<file path="src/hw/rtl/gno_div.sv">
// gno_div: pipelined restoring divider of the weighted total by the
// amplitude sum, one quotient bit per stage, with overflow and sign flags.
// No dependencies.
module gno_div #(
  parameter int TOT_W = 51,
  parameter int SUM_W = 26,
  parameter int QB    = 17
) (
  input  logic                    clk_i,
  input  logic                    rst_ni,
  input  logic                    en_i,
  input  logic                    valid_i,
  input  logic signed [TOT_W-1:0] tot_i,
  input  logic [SUM_W-1:0]        sum_i,
  output logic                    valid_o,
  output logic [QB-1:0]           quo_o,
  output logic                    sat_o,
  output logic                    neg_o
);

  localparam int DW = (TOT_W - 1 > SUM_W + QB) ? TOT_W - 1 : SUM_W + QB;
  localparam int NS = QB + 1;

  logic [NS-1:0]    vld_q, sat_q, neg_q;
  logic [DW-1:0]    rem_d [QB], rem_q [QB];
  logic [SUM_W-1:0] den_q [QB];
  logic [QB-1:0]    quo_d [NS], quo_q [NS];
  logic [DW-1:0]    trial [NS];
  logic [NS-1:0]    ge;
  logic [DW-1:0]    num0;

  assign num0 = DW'(tot_i[TOT_W-2:0]);

  // stage 0 checks for overflow, stage s settles quotient bit QB - s
  always_comb begin
    trial[0] = DW'(sum_i) << QB;
    ge[0]    = (num0 >= trial[0]);
    rem_d[0] = num0;
    quo_d[0] = '0;
    for (int s = 1; s < NS; s++) begin
      trial[s] = DW'(den_q[s-1]) << (QB - s);
      ge[s]    = (rem_q[s-1] >= trial[s]);
      quo_d[s] = ge[s] ? (quo_q[s-1] | (QB'(1) << (QB - s))) : quo_q[s-1];
      if (s < QB) begin
        rem_d[s] = ge[s] ? (rem_q[s-1] - trial[s]) : rem_q[s-1];
      end
    end
  end

  always_ff @(posedge clk_i or negedge rst_ni) begin
    if (!rst_ni) begin
      vld_q <= '0;
    end else if (en_i) begin
      vld_q <= {vld_q[NS-2:0], valid_i};
    end
  end

  always_ff @(posedge clk_i) begin
    if (en_i) begin
      sat_q <= {sat_q[NS-2:0], ge[0]};
      neg_q <= {neg_q[NS-2:0], tot_i[TOT_W-1]};
      rem_q <= rem_d;
      quo_q <= quo_d;
      den_q[0] <= sum_i;
      for (int s = 1; s < QB; s++) begin
        den_q[s] <= den_q[s-1];
      end
    end
  end

  assign valid_o = vld_q[NS-1];
  assign quo_o   = quo_q[NS-1];
  assign sat_o   = sat_q[NS-1];
  assign neg_o   = neg_q[NS-1];

endmodule

</file>
<file path="config.mk">
export PLATFORM = sky130hd
export DESIGN_NAME = gno_div
export DESIGN_NICKNAME = d
export VERILOG_FILES = /design/src/hw/rtl/gno_div.sv
export SDC_FILE = /design/constraint.sdc
export NUM_CORES = 2
export LEC_CHECK = 0
export ABC_AREA = 0
export BUFFER_PORTS_ARGS = -buffer_cell sky130_fd_sc_hd__buf_2
export CAP_MARGIN = 20
export CORE_AREA = 4 4 451 453
export DETAILED_ROUTE_END_ITERATION = 8
export DIE_AREA = 0 0 455 457
export PLACE_DENSITY = 0.55
export SKIP_CTS_REPAIR_TIMING = 1
export SLEW_MARGIN = 5
export SYNTH_ARGS = -nofsm -noshare
export SYNTH_HDL_FRONTEND = slang
export SYNTH_SLANG_ARGS = --single-unit
</file>
<file path="constraint.sdc">
create_clock -name clk_i -period 6.49 [get_ports clk_i]
set_input_delay 1.6225 -clock clk_i [delete_from_list [all_inputs] [get_ports clk_i]]
set_output_delay 1.6225 -clock clk_i [all_outputs]
set_load 0.03 [all_outputs]
</file>
==> reports/results.tsv <==
metric	value	unit
status	finished, final reports clean	
Hold WC Path Type	reg2reg	
most frequent cells in the layout	edfxtp_1 (1481), inv_1 (599), a21oi_1 (565)	
Synth Warn #	0	
GP Congestion	0.936	
share of flip-flops with an asynchronous set or reset	1.20	%
Final Hold Vio Count	0	
Worst Clk Skew	0.0266	ns
final setup violation count	0	
fraction of the yosys area taken by sequential cells	56.5	%
Mapped Cells	6970	
wire per inst	18.5	um
min Tclk post-route	4.59	ns
H-tree depth	4	
std cell rows	164	
Max Slew Vio Count	0	
P_leak	34.0	nW
Overflow after GRT	0	
crit-path cells	inv_1 -> ha_1 -> inv_1 -> fa_1 -> a21o_1 -> nand3_1 -> a31oi_1 -> o21ai_0 -> o31ai_1 -> a221oi_1 -> o22a_1 -> nand3_1 -> or4_1 -> xnor2_1	
Clock transition at path regs	0.06	ns
dpl cell area	83300	um^2
Worst Setup Start Kind	flip-flop	
Longest Clk Path Bufs	3	
IO Port Bufs	100	
post-synth top area share	56.0	%
CTS buffer count	174	
layout cell share with drive strength beyond 1	7.34	%
die width	455	um
CP top delay family	compound AO/OA/AOI/OAI gates	
Worst-Margin Slew	1.14	ns
met2 Track Usage GR	34.6	%
Vias	52200	
Post-Syn Area	79500	um^2
Cell variety after synth	87	
CTS root buffer	clkbuf_16	
dpl hpwl	141	mm
clk_lat worst skew	0.82	ns
die height	457	um
area grow syn2layout	11.9	%
Via density	5.26	
DR pass1 iterations	9	
busiest metal layer after global routing	met2	
# clock sinks	1499	
setup TNS	0	ns
hold slack	0.406	ns
Top Ports	101	
Iter 0 DRT Violations	2586	
first-pass GRT wire length	288	mm
Core Region	199000	um^2
relative slew slack	23.1	%
fmax	218	MHz
Yosys reg bits	1499	
die area	208000	um^2
commonest non-fill, non-tap cell in the layout	edfxtp_1	
area of the multi-input gates	31700	um^2
crit path buf inv count	2	
CP Class	reg2reg	
fillcell total	18200	
overall routing resource usage	17.5	%
highest-delay cell along the critical path	o21ai_0	
antenna violations before repair	2	
CTS tree	done	
unrepaired setup endpoints after global routing	false	
Crit. End Element	flip-flop	
MaxCap Viol Count	0	
CP peak stage delay	0.70	ns
Seq. cell area	44900	um^2
CP arrival	5.14	ns
met1 Use GR	16.2	%
Post-synth EDFFs	1481	
# DRC	0	
top cell type by total area after synthesis	edfxtp_1	
met3 Use GR	2.41	%
top cells by area, synth	edfxtp_1 (56%), ha_1 (7.4%), a21oi_1 (3.6%)	
Final ANT Viol Nets	0	
maximum vdd drop	276	uV
fin area	89000	um^2
Routed WL	184	mm
fin nets	7686	
syn_area_per_cell	11.4	um^2
Top FF cell, synth	edfxtp_1	
top fanout value on the critical path	8	
Tot Pwr	37.2	mW
Tcrit/Tclk final	70.8	%
number of global-route vias before repair	54600	
initial core utilization	39.9	%
CP Data Required Time	7.04	ns
Post-Synthesis Net Count	7535	
power density over the cells	419	nW/um^2
largest net degree at the start of global routing	133	
post-layout util	44.6	%
==> report_power, final <==
group	switching, mW	total, mW	internal, mW
combinational	7.80	13.1	5.34
clock	3.95	9.53	5.58
sequential	1.21	14.6	13.4
==> cell type report <==
cell class | instances | area share, %
inverter | 602 | 2.55
timing repair buffer | 157 | 1.26
multi-input combinational | 4687 | 35.7
clock inverter | 94 | 1.14
tap | 2656 | 3.74
clock buffer | 222 | 5.16
sequential | 1499 | 50.5
antenna | 1 | 0.00281
==> final timing paths <==
check                      cells after the start  startpoint  slack (ns)    endpoint
setup / recovery                              14  rem_q[102]        1.90   rem_q[86]
setup reg to reg                              14  rem_q[102]        1.90   rem_q[86]
hold / removal                                 0  quo_q[117]        0.41  quo_q[100]
hold reg to reg                                0  quo_q[117]        0.41  quo_q[100]
min in group asynchronous                      1      rst_ni        0.74   vld_q[15]
max in group asynchronous                      1      rst_ni        5.45   vld_q[16]
==> routing by layer <==
metal	up-vias	routed length (um)
li1	26000	-
met1	24500	64200
met2	1109	101000
met3	567	5150
met4	0	13500
met5	-	0
==> kinds of logic (layout without fill, tap and decap cells) <==
family	after synthesis	count (layout)	share of synthesized area, %
AOI/OAI and AO/OA	1645	1645	12.6
xor gates and xnor gates	590	590	6.50
adders and majority gates	484	484	7.77
buffers and inverters	784	1075	3.74
DFF	1499	1499	56.5
muxes	86	86	1.22
other	0	1	0
and+or+nand+nor	1882	1882	11.6
==> flip-flops by register name, indices dropped and copies added, names as in the netlist <==
signal and cells:
rem_q 850, den_q 442, quo_q 136, neg_q 18, sat_q 18, vld_q 18
quo_o 17
==> metrics by stage <==
stage	instances	setup slack [ns]
5_1_grt	9918	1.66
3_3_place_gp	9599	0.798
3_5_place_dp	9600	1.99
6_report	9918	1.90
4_1_cts	9916	1.95
2_1_floorplan	6970	2.71
==> synth_stat cells (47+ instances only) <==
master	n
xnor2_1	282
nand4_1	110
or3_1	59
nor2b_1	54
nor4_1	98
a21oi_1	565
a21o_1	198
edfxtp_1	1481
clkbuf_1	162
nor2_1	504
ha_1	468
nand3_1	107
nor3_1	128
o21bai_1	51
o21ai_0	438
mux2_2	84
nand2_1	527
inv_1	599
nand2b_1	75
xor2_1	308
a31oi_1	47
No activity file was read; power rests on OpenSTA's default activity.
